**src/hdl/ffsga_pkg.sv**
```systemverilog
// Shared types and constants for the first-fit square grid allocator.
package ffsga_pkg;

   localparam logic [1:0] ST_PLACED  = 2'd0;
   localparam logic [1:0] ST_NOFIT   = 2'd1;
   localparam logic [1:0] ST_TERM    = 2'd2;
   localparam logic [1:0] ST_CLEARED = 2'd3;

   localparam logic OP_PLACE = 1'b0;
   localparam logic OP_CLEAR = 1'b1;

   localparam logic [1:0] REG_SCALE  = 2'd0;
   localparam logic [1:0] REG_PITCH  = 2'd1;
   localparam logic [1:0] REG_BORDER = 2'd2;

   localparam int REQ_W = 24;
   localparam int RSP_W = 72;

endpackage

```
**src/hdl/ffsga_ram.sv**
```systemverilog
// Generic single-port-write, single-read RAM with registered read data.
module ffsga_ram #(
   parameter int WIDTH = 32,
   parameter int DEPTH = 32
) (
   input  logic                     clock,
   input  logic                     wr_en,
   input  logic [$clog2(DEPTH)-1:0] wr_addr,
   input  logic [WIDTH-1:0]         wr_data,
   input  logic [$clog2(DEPTH)-1:0] rd_addr,
   output logic [WIDTH-1:0]         rd_data
);
   logic [WIDTH-1:0] mem [DEPTH];
   logic [WIDTH-1:0] rd_data_ff;

   always_ff @(posedge clock) begin
      if (wr_en) begin
         mem[wr_addr] <= wr_data;
      end
      rd_data_ff <= mem[rd_addr];
   end
   assign rd_data = rd_data_ff;
endmodule

```
**src/hdl/first_fit_square_grid_allocator.sv**
```systemverilog
// Top level of the first-fit square grid allocator.
//
// The req_ channel takes requests: tdata[0] opcode (place or clear),
// tdata[16:1] radius in Q8.8. The rsp_ channel returns one result per
// request: status, corner row and column, pixel x and y, drawn size.
// Registers scale, cell_pitch and border_offset are written over the
// csr_ APB port at byte addresses 0, 4 and 8.
// One request is processed at a time. A place request divides the radius
// by the scale in a bit-serial divider, then scans each start row: side
// rows of the bitmap are read from the RAM one per cycle and OR-ed; the
// free columns are found by a sweep across the columns. Marking reads
// and rewrites each of the side rows in turn, and then the result is
// loaded into the output register.
// A clear request sweeps GRID_ROWS rows, one per cycle. After reset the
// same sweep runs once before the first request is taken. A result waits
// in the output register while the receiver stalls; the next request is
// taken once the output register is empty.
module first_fit_square_grid_allocator
   import ffsga_pkg::*;
#(
   parameter int GRID_ROWS = 32,
   parameter int GRID_COLS = 32
) (
   input  logic              clock,
   input  logic              reset,
   input  logic              req_tvalid,
   output logic              req_tready,
   input  logic [REQ_W-1:0]  req_tdata,   // opcode[0], radius[16:1], zero fill
   output logic              rsp_tvalid,
   input  logic              rsp_tready,
   // status[1:0], corner_row[9:2], corner_col[17:10], pixel_x[34:18],
   // pixel_y[51:35], draw_size[67:52], zero fill
   output logic [RSP_W-1:0]  rsp_tdata,
   input  logic              csr_psel,
   input  logic              csr_penable,
   input  logic              csr_pwrite,
   input  logic [3:0]        csr_paddr,
   input  logic [31:0]       csr_pwdata,
   output logic [31:0]       csr_prdata,
   output logic              csr_pready
);
   localparam int RW = (GRID_ROWS > 1) ? $clog2(GRID_ROWS) : 1;
   localparam int CW = (GRID_COLS > 1) ? $clog2(GRID_COLS) : 1;
   localparam int RC = $clog2(GRID_ROWS + 1);
   localparam int CC = $clog2(GRID_COLS + 1);

   typedef enum logic [3:0] {
      S_INIT, S_IDLE, S_DIV, S_ROW, S_RD, S_ACC, S_SCAN, S_MARK, S_MWR, S_OUT
   } state_type;

   state_type state_ff, state_in;

   logic [15:0] scale_ff;
   logic [7:0]  pitch_ff;
   logic [9:0]  border_ff;

   logic [15:0] quot_ff, quot_in, rem_ff, rem_in, div_ff;
   logic [4:0]  dcnt_ff, dcnt_in;
   logic [16:0] side_ff, side_in;
   logic [RC-1:0] row_ff, row_in, k_ff, k_in;
   logic [CC-1:0] col_ff, col_in, run_ff, run_in;
   logic [GRID_COLS-1:0] acc_ff, acc_in;
   logic [1:0]  stat_ff, stat_in;
   logic [7:0]  crow_ff, crow_in, ccol_ff, ccol_in;
   logic [16:0] px_ff, px_in, py_ff, py_in;
   logic [15:0] dsz_ff, dsz_in;
   logic        ovld_ff, ovld_in;

   logic                 wr_en;
   logic [RW-1:0]        wr_addr, rd_addr;
   logic [GRID_COLS-1:0] wr_data, rd_data, mark_mask;
   logic [16:0]          rem_sh;
   logic                 csr_wr;

   ffsga_ram #(.WIDTH(GRID_COLS), .DEPTH(GRID_ROWS)) u_map (
      .clock, .wr_en, .wr_addr, .wr_data, .rd_addr, .rd_data
   );

   // configuration port
   assign csr_pready = 1'b1;
   assign csr_wr = csr_psel && csr_penable && csr_pwrite && csr_pready;
   always_comb begin
      case (csr_paddr[3:2])
         REG_SCALE:  csr_prdata = {16'd0, scale_ff};
         REG_PITCH:  csr_prdata = {24'd0, pitch_ff};
         REG_BORDER: csr_prdata = {22'd0, border_ff};
         default:    csr_prdata = 32'd0;
      endcase
   end

   assign req_tready = (state_ff == S_IDLE) && !ovld_ff;
   assign rsp_tvalid = ovld_ff;
   assign rsp_tdata  = {4'd0, dsz_ff, py_ff, px_ff, ccol_ff, crow_ff, stat_ff};

   // mask of side columns starting at the found column
   always_comb begin
      for (int i = 0; i < GRID_COLS; i++) begin
         mark_mask[i] = (i >= 32'(col_ff)) && (i < 32'(col_ff) + 32'(side_ff));
      end
   end

   assign rem_sh = {rem_ff, quot_ff[15]};

   always_comb begin
      state_in = state_ff;
      quot_in = quot_ff; rem_in = rem_ff; dcnt_in = dcnt_ff; side_in = side_ff;
      row_in = row_ff; k_in = k_ff; col_in = col_ff; run_in = run_ff;
      acc_in = acc_ff;
      stat_in = stat_ff; crow_in = crow_ff; ccol_in = ccol_ff;
      px_in = px_ff; py_in = py_ff; dsz_in = dsz_ff;
      ovld_in = ovld_ff && !rsp_tready;
      wr_en = 1'b0; wr_addr = row_ff[RW-1:0]; wr_data = '0;
      rd_addr = RW'(32'(row_ff) + 32'(k_ff));
      case (state_ff)
         S_INIT: begin
            wr_en = 1'b1;
            row_in = row_ff + 1'b1;
            if (32'(row_ff) == GRID_ROWS - 1) begin
               state_in = S_IDLE;
            end
         end
         S_IDLE: begin
            if (req_tvalid && req_tready) begin
               stat_in = ST_CLEARED; crow_in = '0; ccol_in = '0;
               px_in = '0; py_in = '0; dsz_in = '0;
               row_in = '0;
               if (req_tdata[0] == OP_CLEAR) begin
                  state_in = S_INIT;
                  ovld_in = 1'b1;
               end else begin
                  quot_in = req_tdata[16:1]; rem_in = '0; dcnt_in = '0;
                  state_in = S_DIV;
               end
            end
         end
         S_DIV: begin
            // restoring division, one quotient bit per cycle
            quot_in = {quot_ff[14:0], 1'b0};
            if (rem_sh >= {1'b0, div_ff}) begin
               rem_in = 16'(rem_sh - {1'b0, div_ff});
               quot_in[0] = 1'b1;
            end else begin
               rem_in = rem_sh[15:0];
            end
            dcnt_in = dcnt_ff + 1'b1;
            if (dcnt_ff == 5'd15) begin
               side_in = (quot_in == 16'd0) ? 17'd1 : {1'b0, quot_in};
               row_in = '0;
               state_in = S_ROW;
            end
         end
         S_ROW: begin
            // next candidate start row, or no fit
            if (32'(row_ff) + 32'(side_ff) > GRID_ROWS || 32'(side_ff) > GRID_COLS) begin
               stat_in = (side_ff == 17'd1) ? ST_TERM : ST_NOFIT;
               ovld_in = 1'b1;
               state_in = S_IDLE;
            end else begin
               k_in = '0; acc_in = '0;
               state_in = S_RD;
            end
         end
         S_RD: begin
            k_in = k_ff + 1'b1;
            state_in = S_ACC;
         end
         S_ACC: begin
            acc_in = acc_ff | rd_data;
            if (32'(k_ff) == 32'(side_ff)) begin
               col_in = '0; run_in = '0;
               state_in = S_SCAN;
            end else begin
               k_in = k_ff + 1'b1;
               rd_addr = RW'(32'(row_ff) + 32'(k_ff));
            end
         end
         S_SCAN: begin
            // find side consecutive free columns
            if (32'(col_ff) == GRID_COLS) begin
               row_in = row_ff + 1'b1;
               state_in = S_ROW;
            end else if (acc_ff[col_ff[CW-1:0]]) begin
               run_in = '0;
               col_in = col_ff + 1'b1;
            end else if (32'(run_ff) + 1 == 32'(side_ff)) begin
               col_in = CC'(32'(col_ff) + 1 - 32'(side_ff));
               k_in = '0;
               state_in = S_MARK;
            end else begin
               run_in = run_ff + 1'b1;
               col_in = col_ff + 1'b1;
            end
         end
         S_MARK: begin
            // read the row to be marked
            state_in = S_MWR;
         end
         S_MWR: begin
            // write the row back with the square's columns set
            wr_en = 1'b1;
            wr_addr = RW'(32'(row_ff) + 32'(k_ff));
            wr_data = rd_data | mark_mask;
            k_in = k_ff + 1'b1;
            if (32'(k_ff) + 1 == 32'(side_ff)) begin
               state_in = S_OUT;
            end else begin
               state_in = S_MARK;
            end
         end
         S_OUT: begin
            stat_in = ST_PLACED;
            crow_in = 8'(row_ff); ccol_in = 8'(col_ff);
            px_in = 17'({7'd0, border_ff} + 17'(col_ff) * 17'(pitch_ff));
            py_in = 17'({7'd0, border_ff} + 17'(row_ff) * 17'(pitch_ff));
            dsz_in = 16'(side_ff * 17'(pitch_ff));
            ovld_in = 1'b1;
            state_in = S_IDLE;
         end
         default: state_in = S_IDLE;
      endcase
   end

   always_ff @(posedge clock) begin
      if (reset) begin
         state_ff <= S_INIT;
         row_ff <= '0;
         ovld_ff <= 1'b0;
         scale_ff <= 16'd256; pitch_ff <= 8'd8; border_ff <= 10'd0;
      end else begin
         state_ff <= state_in;
         row_ff <= row_in;
         ovld_ff <= ovld_in;
         if (csr_wr) begin
            case (csr_paddr[3:2])
               REG_SCALE:  scale_ff <= csr_pwdata[15:0];
               REG_PITCH:  pitch_ff <= csr_pwdata[7:0];
               REG_BORDER: border_ff <= csr_pwdata[9:0];
               default: ;
            endcase
         end
      end
      div_ff <= (scale_ff == 16'd0) ? 16'd1 : scale_ff;
      quot_ff <= quot_in; rem_ff <= rem_in; dcnt_ff <= dcnt_in; side_ff <= side_in;
      k_ff <= k_in; col_ff <= col_in; run_ff <= run_in; acc_ff <= acc_in;
      stat_ff <= stat_in; crow_ff <= crow_in; ccol_ff <= ccol_in;
      px_ff <= px_in; py_ff <= py_in; dsz_ff <= dsz_in;
   end
endmodule
```
**config.mk**
```make
export PLATFORM = sky130hd
export DESIGN_NAME = first_fit_square_grid_allocator
export DESIGN_NICKNAME = d
export VERILOG_FILES = /design/src/hdl/ffsga_pkg.sv /design/src/hdl/ffsga_ram.sv /design/src/hdl/first_fit_square_grid_allocator.sv
export SDC_FILE = /design/constraint.sdc
export NUM_CORES = 2
export LEC_CHECK = 0
export BUFFER_PORTS_ARGS = -buffer_cell sky130_fd_sc_hd__buf_2
export CORE_ASPECT_RATIO = 1.75
export CORE_MARGIN = 5
export CORE_UTILIZATION = 25
export DETAILED_ROUTE_END_ITERATION = 10
export SLEW_MARGIN = 15
export SYNTH_ARGS = -nofsm -noshare
export SYNTH_HDL_FRONTEND = slang
export SYNTH_SLANG_ARGS = --single-unit
```
**constraint.sdc**
```tcl
create_clock -name clock -period 12.93 [get_ports clock]
set_clock_uncertainty 0.1 [all_clocks]
set_input_delay 1.9395 -clock clock [delete_from_list [all_inputs] [get_ports clock]]
set_output_delay 1.9395 -clock clock [all_outputs]
set_load 0.1 [all_outputs]
```
==> run_results.csv <==
group,metric,value,unit
outcome,outcome,"complete, no violations",
worst_hold_path,holdPathEnd,"div_ff[10]",
clocking,cts_root_buf,"clkbuf_16",
clocking,cts_setup_buffers,0,
timing,setup_tns,0,ps
route,postRouteWirelength,154500,µm
finish,drive_above_1_share,16.92,%
synthesis,syn_inst,4110,
pwr,leakage,21.73,nW
route,drt_iter0_drc,2750,
worst_hold_path,hp-start,"scale_ff[10]",
global_routing,grt_pass1_wl,227300,µm
finish,multi_input_area,20210,µm²
synthesis,synth_edf_count,1187,
synthesis,ys.flop_type,"edfxtp_1",
clocking,clk_latency,730,ps
clocking,cts.sinks,1280,
worst_hold_path,holdPathStages,0,
timing,tightestPinTransition,1265,ps
pwr,seqPwrFrac,50.2,%
global_routing,antenna_found_initial,2,
synthesis,async_flop_share,0,%
worst_setup_path,r2r_cells,10,
worst_setup_path,cp_cell_sequence,"inv_1, ha_1, nor2b_1, o21a_1, o31ai_1, a21oi_1, mux2i_1, nand4_1, o311ai_0, nand2_1",
worst_setup_path,startpoint_type,"flip-flop",
floorplan,die_area,246700,µm²
finish,layout_commonest_cell,"edfxtp_1",
pwr,pwr-share-comb,14.2,%
route,vias_per_cell,4.620,
timing,hold_viol,0,
worst_setup_path,rr_startpoint,"col_ff[1]",
job,drv_cap,0,
timing,setup_viol,0,
worst_hold_path,hold_path.class,"flip-flop to flip-flop",
floorplan,core-area,235900,µm²
clocking,tritoncts,"yes",
global_routing,grt_overflow_total,0,
pwr,netSwitchingFraction,26.78,%
floorplan,fp.dieH,653.3,µm
clocking,cts.htree.levels,3,
synthesis,syn_area_per_cell,14.39,µm²
finish,nets,4525,
clocking,cts_buffers,105,
placed_design,port_buffers,119,
route,vias,34072,
worst_setup_path,crit_arrival,6600,ps
pwr,power-per-cell-area,138.2,nW/µm²
timing,holdWs,288.8,ps
pwr,p_sw,0.002495,W
timing,worst_slack,6397,ps
worst_setup_path,r2r-end,"u_map.mem[2][5]",
synthesis,yosysWarnings,0,
worst_setup_path,cp.required,13000,ps
synthesis,netlist_area,59130,µm²
finish,register_area,37510,µm²
route,firstDrtPassIters,7,
floorplan,die_w,377.6,µm
pwr,clkPwrFrac,35.6,%
clocking,cts-resized-gates,0,
clocking,clkSlewWorstSetupHoldPaths,80,ps
timing,relSlewSlack,14.62,%
timing,final.min_clock_period,6533,ps
floorplan,start_util,25.06,%
timing,slew_viol_final,0,
route,antenna_left,0,
global_routing,grt_pass1_vias,35432,
timing,rsz0062_at_grt,"no",
placed_design,place_worst_setup_slack,6660,ps
synthesis,synth_cell_types,75,
global_routing,grtUsageTotal,12.21,%
floorplan,io_pins,174,
worst_setup_path,crit_buf_inv,1,
finish,layout_common_cells,"1187 x edfxtp_1, 532 x nand2_1, 256 x mux4_2",
pwr,power.internal,0.006820,W
worst_setup_path,path_max_fanout,32,
floorplan,rows,236,
timing,max_freq,153.1,MHz
route,drcViolationCount,0,
synthesis,yosysSeqAreaShare,63.43,%
placed_design,dpl.hpwl,94590,µm
synthesis,synth_seq_cells,1280,
worst_setup_path,cpMaxStageDelayCell,"o311ai_0",
clocking,clock_tree.buffer_depth,3,
route,wire_per_inst,20.95,µm
worst_setup_path,cp-end-kind,"flip-flop",
timing,finalCritPeriodShare,50.52,%
worst_setup_path,cpPeakStageDelay,1280,ps
placed_design,gp_congestion,0.8627,
worst_setup_path,r2r_slack,6400,ps
finish,fillCellCount,23580,
clocking,cts_hold_buf,0,
finish,syn_to_final_growth,14.04,%
worst_setup_path,cp_top_family,"compound AO/OA/AOI/OAI gates",
global_routing,grt_max_degree,113,
worst_setup_path,path_class,"flip-flop to flip-flop",
pwr,peakVddDrop,124.6,µV
[area by class of cell]
cell class | instances | share of cell area [%]
sequential | 1280 | 55.63
multi-input combinational | 2358 | 29.98
tap | 3094 | 5.742
clock buffer | 134 | 4.251
timing repair buffer | 215 | 2.075
inverter | 228 | 1.269
clock inverter | 65 | 1.052
antenna | 1 | 0.003711
[power groups by stage]
stage,clock [W],sequential (W),combinational [W]
after floorplan,0,0.00478,0.000886
after global routing,0.00353,0.00468,0.00143
final,0.00331,0.00468,0.00133
after global placement,0,0.00476,0.00134
after detailed placement,0,0.00477,0.00135
after CTS,0.00339,0.00468,0.00135
[registers in the layout, summed over array words and instances (netlist names), 15 cells and up]
signal,cells
div_ff,16
quot_ff,16
u_map.rd_data,32
rem_ff,16
dsz_ff,16
py_ff,15
side_ff,16
scale_ff,16
u_map.mem,1024
px_ff,15
acc_ff,32
[cells in the mapped netlist (6+ instances only)]
| cell type | number | area share (%) |
|---|---|---|
| a21oi_1 | 102 | 0.86 |
| nor4_1 | 13 | 0.14 |
| mux4_2 | 256 | 9.8 |
| o21ai_0 | 109 | 0.92 |
| ha_1 | 141 | 3.0 |
| inv_1 | 227 | 1.4 |
| nand2b_1 | 17 | 0.18 |
| dfxtp_1 | 93 | 3.1 |
| nor2b_1 | 13 | 0.14 |
| nand2_1 | 533 | 3.4 |
| or2_2 | 9 | 0.095 |
| a211oi_1 | 21 | 0.27 |
| and2_1 | 166 | 1.8 |
| or3_1 | 8 | 0.085 |
| a31oi_1 | 12 | 0.13 |
| edfxtp_1 | 1187 | 60 |
| nand3_1 | 199 | 1.7 |
| nand4_1 | 13 | 0.14 |
| nor2_1 | 270 | 1.7 |
| mux4_1 | 6 | 0.27 |
| mux2i_1 | 37 | 0.63 |
| nor3b_1 | 7 | 0.089 |
| buf_4 | 29 | 0.37 |
| buf_1 | 53 | 0.34 |
| a21o_1 | 25 | 0.32 |
| o31ai_1 | 14 | 0.18 |
| nor3_1 | 36 | 0.30 |
| xnor2_1 | 59 | 0.87 |
| clkbuf_1 | 185 | 1.2 |
| and3_1 | 8 | 0.085 |
| xor2_1 | 47 | 0.70 |
| fa_1 | 129 | 4.4 |
| o21a_1 | 8 | 0.10 |
[cells by family after synthesis]
logic type | Yosys count | share of synthesized area [%]
simple gates | 1304 | 9.957
buf+inv | 499 | 3.382
xor+xnor | 106 | 1.570
other cells | 2 | 0.01270
compound gates | 348 | 3.604
fa+ha+maj | 270 | 7.352
flops | 1280 | 63.43
mux | 301 | 10.69
[metrics by stage]
stage / cells / total power, W / util, % / instance area, µm²
after floorplan: 4137 / 0.005670 / - / 59230
after global placement: 7174 / 0.006103 / 27.03 / 63780
after detailed placement: 7174 / 0.006114 / 27.03 / 63780
after CTS: 7373 / 0.009414 / 28.55 / 67350
after global routing: 7375 / 0.009651 / 28.58 / 67420
final: 7375 / 0.009315 / 28.58 / 67420
[worst max path at each step]
stage                       startpoint               to  slack [ps]  cells after the start
final                        col_ff[1]  u_map.mem[2][5]        6400                     10
after global routing         col_ff[1]  u_map.mem[5][5]        6340                     10
after CTS                    col_ff[1]  u_map.mem[1][5]        6600                     10
after detailed placement     col_ff[1]  u_map.mem[4][5]        6660                     10
after global placement     pitch_ff[4]        py_ff[14]        6840                     14
after floorplan           csr_paddr[2]    csr_prdata[0]        6090                      4
[per-layer routing]
layer  vias to the layer above  share of wire [%]  track usage (%)
met5                         -             0.0071                0
met4                         2                5.6            6.135
met3                       330                4.2            1.127
met2                      1061                 55            23.97
met1                     17606                 35            12.79
li1                      15073                  -                -
Power figures use the tool's default switching activity.
